$ cat config.mk
export PLATFORM = sky130hd
export DESIGN_NAME = hsdc_div
export DESIGN_NICKNAME = d
export VERILOG_FILES = /design/src/hw/rtl/hsdc_pkg.sv /design/src/hw/rtl/hsdc_div.sv
export SDC_FILE = /design/constraint.sdc
export NUM_CORES = 1
export LEC_CHECK = 0
export BUFFER_PORTS_ARGS = -buffer_cell sky130_fd_sc_hd__buf_2
export CORE_MARGIN = 3
export CORE_UTILIZATION = 42
export CTS_CLUSTER_DIAMETER = 150
export DETAILED_ROUTE_END_ITERATION = 8
export GPL_TIMING_DRIVEN = 0
export SLEW_MARGIN = 20
export SYNTH_ARGS = -nofsm -noshare
export SYNTH_HDL_FRONTEND = slang
export SYNTH_SLANG_ARGS = --single-unit
$ cat constraint.sdc
create_clock -name clk -period 4.7 [get_ports clk]
set_input_delay 0.94 -clock clk [delete_from_list [all_inputs] [get_ports clk]]
set_output_delay 0.94 -clock clk [all_outputs]
set_load 0.02 [all_outputs]
$ cat src/hw/rtl/hsdc_pkg.sv
package hsdc_pkg;

	localparam int unsigned DATA_W = 32;
	localparam int unsigned REG_W  = 31;
	localparam int unsigned NUM_AXES = 3;

	typedef logic signed [DATA_W-1:0] word_t;
	typedef logic [REG_W-1:0] creg_t;

	typedef enum logic [1:0] {
		REG_STIFFNESS = 2'd0,
		REG_DAMPING   = 2'd1,
		REG_MAX_OFF   = 2'd2,
		REG_MAX_TILT  = 2'd3
	} reg_idx_t;

	// Per-lane control from the sequencer
	typedef struct packed {
		logic start;
		logic load_h;
	} lane_ctrl_t;

	// Saturate a wide signed value to the 32-bit range
	function automatic word_t sat32(input logic signed [95:0] x);
		if (x > 96'sd2147483647) begin
			return word_t'(32'h7fffffff);
		end else if (x < -96'sd2147483648) begin
			return word_t'(32'h80000000);
		end
		return word_t'(x[31:0]);
	endfunction

endpackage

$ cat src/hw/rtl/hsdc_div.sv
// Restoring divider on magnitudes, one quotient bit a cycle, truncates toward zero
module hsdc_div
	import hsdc_pkg::*;
#(
	parameter int unsigned NUM_W = 64,
	parameter int unsigned DEN_W = 32
) (
	input  logic                    clk,
	input  logic                    arst_n,
	input  logic                    start,
	input  logic signed [NUM_W-1:0] num,
	input  logic        [DEN_W-1:0] den,
	output logic                    busy,
	output logic signed [NUM_W-1:0] quo
);
	localparam int unsigned CNT_W = $clog2(NUM_W + 1);

	logic [NUM_W-1:0] mag_q;
	logic [DEN_W:0]   rem_q;
	logic [DEN_W-1:0] den_q;
	logic             neg_q;
	logic [CNT_W-1:0] cnt_q;
	logic [DEN_W:0]   trial;
	logic [DEN_W:0]   diff;

	assign trial = {rem_q[DEN_W-1:0], mag_q[NUM_W-1]};
	assign diff  = trial - {1'b0, den_q};
	assign busy  = (cnt_q != '0);
	assign quo   = neg_q ? -$signed(mag_q) : $signed(mag_q);

	// Shift one numerator bit into the remainder per cycle
	always_ff @(posedge clk or negedge arst_n) begin
		if (!arst_n) begin
			cnt_q <= '0;
		end else if (start) begin
			cnt_q <= CNT_W'(NUM_W);
		end else if (busy) begin
			cnt_q <= cnt_q - 1'b1;
		end
	end

	always_ff @(posedge clk) begin
		if (start) begin
			mag_q <= num[NUM_W-1] ? NUM_W'(-num) : NUM_W'(num);
			neg_q <= num[NUM_W-1];
			den_q <= den;
			rem_q <= '0;
		end else if (busy) begin
			if (!diff[DEN_W]) begin
				rem_q <= diff;
				mag_q <= {mag_q[NUM_W-2:0], 1'b1};
			end else begin
				rem_q <= trial;
				mag_q <= {mag_q[NUM_W-2:0], 1'b0};
			end
		end
	end
endmodule

## Word level (Yosys, flattened, before mapping)

Cells that the tools add are included.

| storage, ports and cells | value |
|---|---|
| bits in latches | 0 |
| register bits after elaboration | 136 |
| logic and storage cells | 19 |
| input port bits | 99 |
| ROM bits | 0 |
| memories kept | 0 |
| bits in writable memories | 0 |

| cells by class | value |
|---|---|
| shift operators | 0 |
| div/mod/pow operators | 0 |
| mux-type cells | 8 |
| reductions and logical operators | 2 |
| multipliers | 0 |
| bitwise operators | 0 |
| $lt $le $gt $ge | 0 |
| add/subtract/negate cells | 4 |
| equal/unequal tests | 0 |

Operators with widths:

| operator | count |
|---|---|
| two-way mux 64 bit | 4 |
| negation 64 bit | 2 |
| subtractor 33 x 32 -> 33 bit | 1 |
| two-way mux 32 bit | 1 |
| two-way mux 7 bit | 2 |
| nonzero test 7 bit | 1 |
| subtractor 7 x 1 -> 7 bit (second input constant) | 1 |
| nonzero test 2 bit | 1 |
| two-way mux 1 bit | 1 |

## Depth between registers and ports, before layout

| depth | value |
|---|---|
| depth after elaboration | 4 |
| gate-level depth with buffers | 13 |

## Worst setup path after synthesis

No wires, ideal clock.

| timing | value |
|---|---|
| path type | register -> output |
| from | register mag_q[14] |
| to | output quo[57] |
| path slack | 0.521 ns |
| stages on the path, launching flop included | 11 |
| arrival | 3.239 ns |
| data required time | 3.760 ns |
| path through | edfxtp_1 or4_1 nor3_1 and2_1 nand4_1 or3_1 clkbuf_1 or3b_4 or4_4 o31ai_2 xnor2_1 |

| on the way | value |
|---|---|
| word-level cells in the longest chain between the ends | 2 |

Ends and longest elaborated chain:

| item | line | RTL |
|---|---|---|
| start: declaration | hsdc_div.sv:18 | `logic [NUM_W-1:0] mag_q;` |
| start signal: assignment | hsdc_div.sv:44 | `mag_q <= num[NUM_W-1] ? NUM_W'(-num) : NUM_W'(num);` |
| start signal: assignment | hsdc_div.sv:51 | `mag_q <= {mag_q[NUM_W-2:0], 1'b1};` |
| start signal: assignment | hsdc_div.sv:54 | `mag_q <= {mag_q[NUM_W-2:0], 1'b0};` |
| negation 64 bit | hsdc_div.sv:29 | `assign quo = neg_q ? -$signed(mag_q) : $signed(mag_q);` |
| two-way mux 64 bit | hsdc_div.sv:29 |  |
| end: declaration | hsdc_div.sv:14 | `output logic signed [NUM_W-1:0] quo` |

No other way between the ends.

## Worst setup path after layout

| timing | value |
|---|---|
| from | register mag_q[5] |
| to | output quo[62] |

Same word-level chain as after synthesis.

==> out/qor.yml <==
run_status:
  status: "complete, but fails checks"
  violations: "negative setup slack"
grt:
  use_met2_pct: 38.39
  grt_first_pass_wirelength_um: 47600
  grt_overflow_total: 0
  first_global_vias: 9060
  met1_usage_pct: 30.36
  grt_max_degree: 35
  use_met3_pct: 4.462
  top_usage_layer: "met2"
  grt_use_total_pct: 22.94
  antenna_found_initial: 1
logic_synthesis:
  synth-edff-count: 97
  synth_seq_cells: 136
  synth_area_mm2: 0.009986
  syn_area_per_cell_um2: 8.798
  synth-async-reset-ratio_pct: 5.147
  ys.flop_type: "edfxtp_1"
  yosys-top-cells-area: "edfxtp_1, xnor2_1, dfxtp_1"
  yosysSeqAreaShare_pct: 37.34
  synthDominantCellAreaShare_pct: 29.17
  synthCells: 1135
  ys_types: 66
  ys_top_cells_by_count: "nor2_1, edfxtp_1, xnor2_1"
  yosysTopAreaCell: "edfxtp_1"
  yosysMostFrequentCell: "nor2_1"
  synth_nets: 1270
  yosysWarnings: 0
sta:
  setup_violations: 6
  fmax_mhz: 209.5
  setup_ws_ns: -0.07329
  fin_skew_ns: 0.009566
  finalHoldViolations: 0
  rsz0062_at_grt: "true"
  fin_crit_sh_pct: 101.6
  min_period_ns: 4.773
  drv_slew: 0
  worstMarginPinSlew_ns: 0.8915
  slew_headroom_pct: 39.03
worst_setup_path:
  crit_path_max_fanout: 6
  reg2reg_slack_ns: 0.33
  reg2reg_depth: 13
  worstPathRequired_ns: 3.76
  crit_chain: "or3_4 > nor4_4 > nand4_1 > nand2b_1 > or3_4 > or4_4 > a21oi_1 > nand2_1 > xor2_1 > buf_2"
  worstPathArrival_ns: 3.83
  timing.rr.end: "rem_q[29]$_SDFFE_PP0P_"
  cp_common_cell: "or3_4"
  path_class: "reg -> out"
  worstSetupStartpoint: "mag_q[5]$_DFFE_PP_"
  startpoint_type: "register"
  critPathSlowestCell: "or4_4"
  endpoint: "quo[62]"
  cp_slowest_stage_delay_ns: 0.48
  worstSetupEndpointType: "output pin"
  r2r_start: "mag_q[63]$_DFFE_PP_"
layout:
  layout-drive-gt1-share_pct: 19.72
  area_growth_pct: 20.95
  multi_input_area_mm2: 0.005958
  fillers: 2256
  regArea_mm2: 0.003729
  n_antenna_cell: 0
  fin_nets: 1471
pwr:
  p_switching_w: 0.002222
  power_frac_comb_pct: 41.6
  ir_drop_mv: 0.3114
  power.density_mw_per_mm2: 465.1
  p_clk_share_pct: 25.1
  seq_power_share_pct: 33.3
  total_power_w: 0.005617
  p_sw_share_pct: 39.56
  intPower_w: 0.003395
  leakage_nw: 4.720
drt:
  drt_iter0_drc: 754
  routedWlPerCell_um: 18.03
  drtPass1Iterations: 6
  num_vias: 9227
  drc_errors: 0
  wl_um: 29970
  vias_per_cell: 5.552
  antenna_left: 0
floorplan:
  die_width_um: 160.2
  ios: 164
  start_util_pct: 43.45
  core_mm2: 0.02298
  die_y_um: 160.2
  rows: 55
  die_area_mm2: 0.02566
cts:
  clock-sinks: 136
  clockBufferDepth: 2
  cts_hold_buf: 0
  cts_made_buffers: 17
  clk-insertion-delay-late_ns: 0.42
  cts_max_level: 4
  path_clk_slew_ns: 0.06
  cts_tree: "yes"
  clockRootBuffer: "clkbuf_16"
hold_path:
  hold_path_class: "in -> async"
job:
  maxCapViolations: 0
placement:
  place_hpwl_um: 22960
  dp_slack_ns: -0.06858
  gp_congestion: 0.9256
  io_buffers: 163
area by class of cell:
cell class / instances / share of cell area, %
well taps: 313 / 3.243
clock inverters: 13 / 1.481
plain buffers: 57 / 1.803
repair buffers: 183 / 8.163
inverters: 49 / 1.523
multi-input cells: 892 / 49.33
flip-flops and latches: 136 / 30.87
clock buffers: 19 / 3.584
power groups by stage:
stage | sequential (W) | combinational (W) | clock [W]
2_1_floorplan | 0.00179 | 0.00167 | 0
3_5_place_dp | 0.00189 | 0.00227 | 0
6_report | 0.00187 | 0.00234 | 0.00141
3_3_place_gp | 0.00189 | 0.00223 | 0
5_1_grt | 0.00191 | 0.00260 | 0.00148
4_1_cts | 0.00186 | 0.00232 | 0.00143
worst min-delay path by stage:
| stage | from | end | slack, ns | cells past startpoint |
|---|---|---|---|---|
| 2_1_floorplan | rem_q[19]$_SDFFE_PP0P_ | rem_q[19]$_SDFFE_PP0P_ | 0.45 | 2 |
| 3_3_place_gp | cnt_q[6]$_DFFE_PN0P_ | cnt_q[6]$_DFFE_PN0P_ | 0.48 | 1 |
| 3_5_place_dp | cnt_q[6]$_DFFE_PN0P_ | cnt_q[6]$_DFFE_PN0P_ | 0.49 | 1 |
| 4_1_cts | arst_n | cnt_q[5]$_DFFE_PN0P_ | 0.34 | 1 |
| 5_1_grt | arst_n | cnt_q[4]$_DFFE_PN0P_ | 0.34 | 1 |
| 6_report | arst_n | cnt_q[4]$_DFFE_PN0P_ | 0.35 | 1 |
what timing repair did:
item | in CTS | in global routing
pin swaps | 3 | 5
gates cloned | 0 | 0
gates resized for setup | 14 | 7
buffers inserted | 15 | 4
endpoints found under the setup margin | 14 | 28
worst max-delay path: cells and delay by family (launching register included):
family	cells	cell delay, ns
compound gates	1	0.27
xor+xnor	1	0.13
buf+inv	1	0.18
flops	1	0.47
simple gates	7	2.37
placed cells by master (no fill, tap or decap), drive strengths merged, types with 17 or more instances in the layout:
master | Yosys | layout
xnor2 | 96 | 96
buf | 10 | 193
a21oi | 90 | 90
nand2 | 91 | 91
o21ai | 59 | 59
o31ai | 38 | 38
dfxtp | 32 | 32
nor3 | 58 | 58
o41ai | 17 | 17
clkbuf | 48 | 66
or4 | 21 | 21
inv | 49 | 49
edfxtp | 97 | 97
mux2 | 19 | 19
xor2 | 60 | 60
nor4 | 29 | 29
ha | 35 | 35
nor2 | 112 | 112
or3 | 32 | 32
per-layer routing:
metal  part of all wire [%]  vias to the layer above
met5                  0.067                        -
met2                     47                      326
met4                    1.6                        2
met1                     44                     4307
met3                    6.7                       36
li1                       -                     4556
stage by stage:
step / hold slack [ns] / TNS (ns) / util (%) / instances / instance area [um2]
6_report: 0.3518 / -0.2797 / 52.55 / 1662 / 12080
5_1_grt: 0.3430 / -1.114 / 52.55 / 1662 / 12080
4_1_cts: 0.3440 / -0.003311 / 52.28 / 1658 / 12020
3_5_place_dp: 0.4907 / -0.1249 / 48.81 / 1612 / 11220
3_3_place_gp: 0.4797 / -2.610 / 48.70 / 1611 / 11190
2_1_floorplan: 0.4488 / 0 / - / 1135 / 9986
state kept, by name, summed over array words and instances, names as in the netlist:
name / count
mag_q: 64
rem_q: 32
neg_q: 1
cnt_q: 7
den_q: 32
cell families (layout without fill, tap and decap cells):
kind of cell | after synthesis | count (layout) | synth area share [%]
compound gates | 268 | 268 | 17.10
xor+xnor | 156 | 156 | 13.68
fa+ha+maj | 36 | 36 | 4.586
buf+inv | 107 | 321 | 4.060
flops | 136 | 136 | 37.34
mux | 21 | 21 | 2.343
simple gates | 411 | 411 | 20.89
No activity file was read; power rests on OpenSTA's default activity.
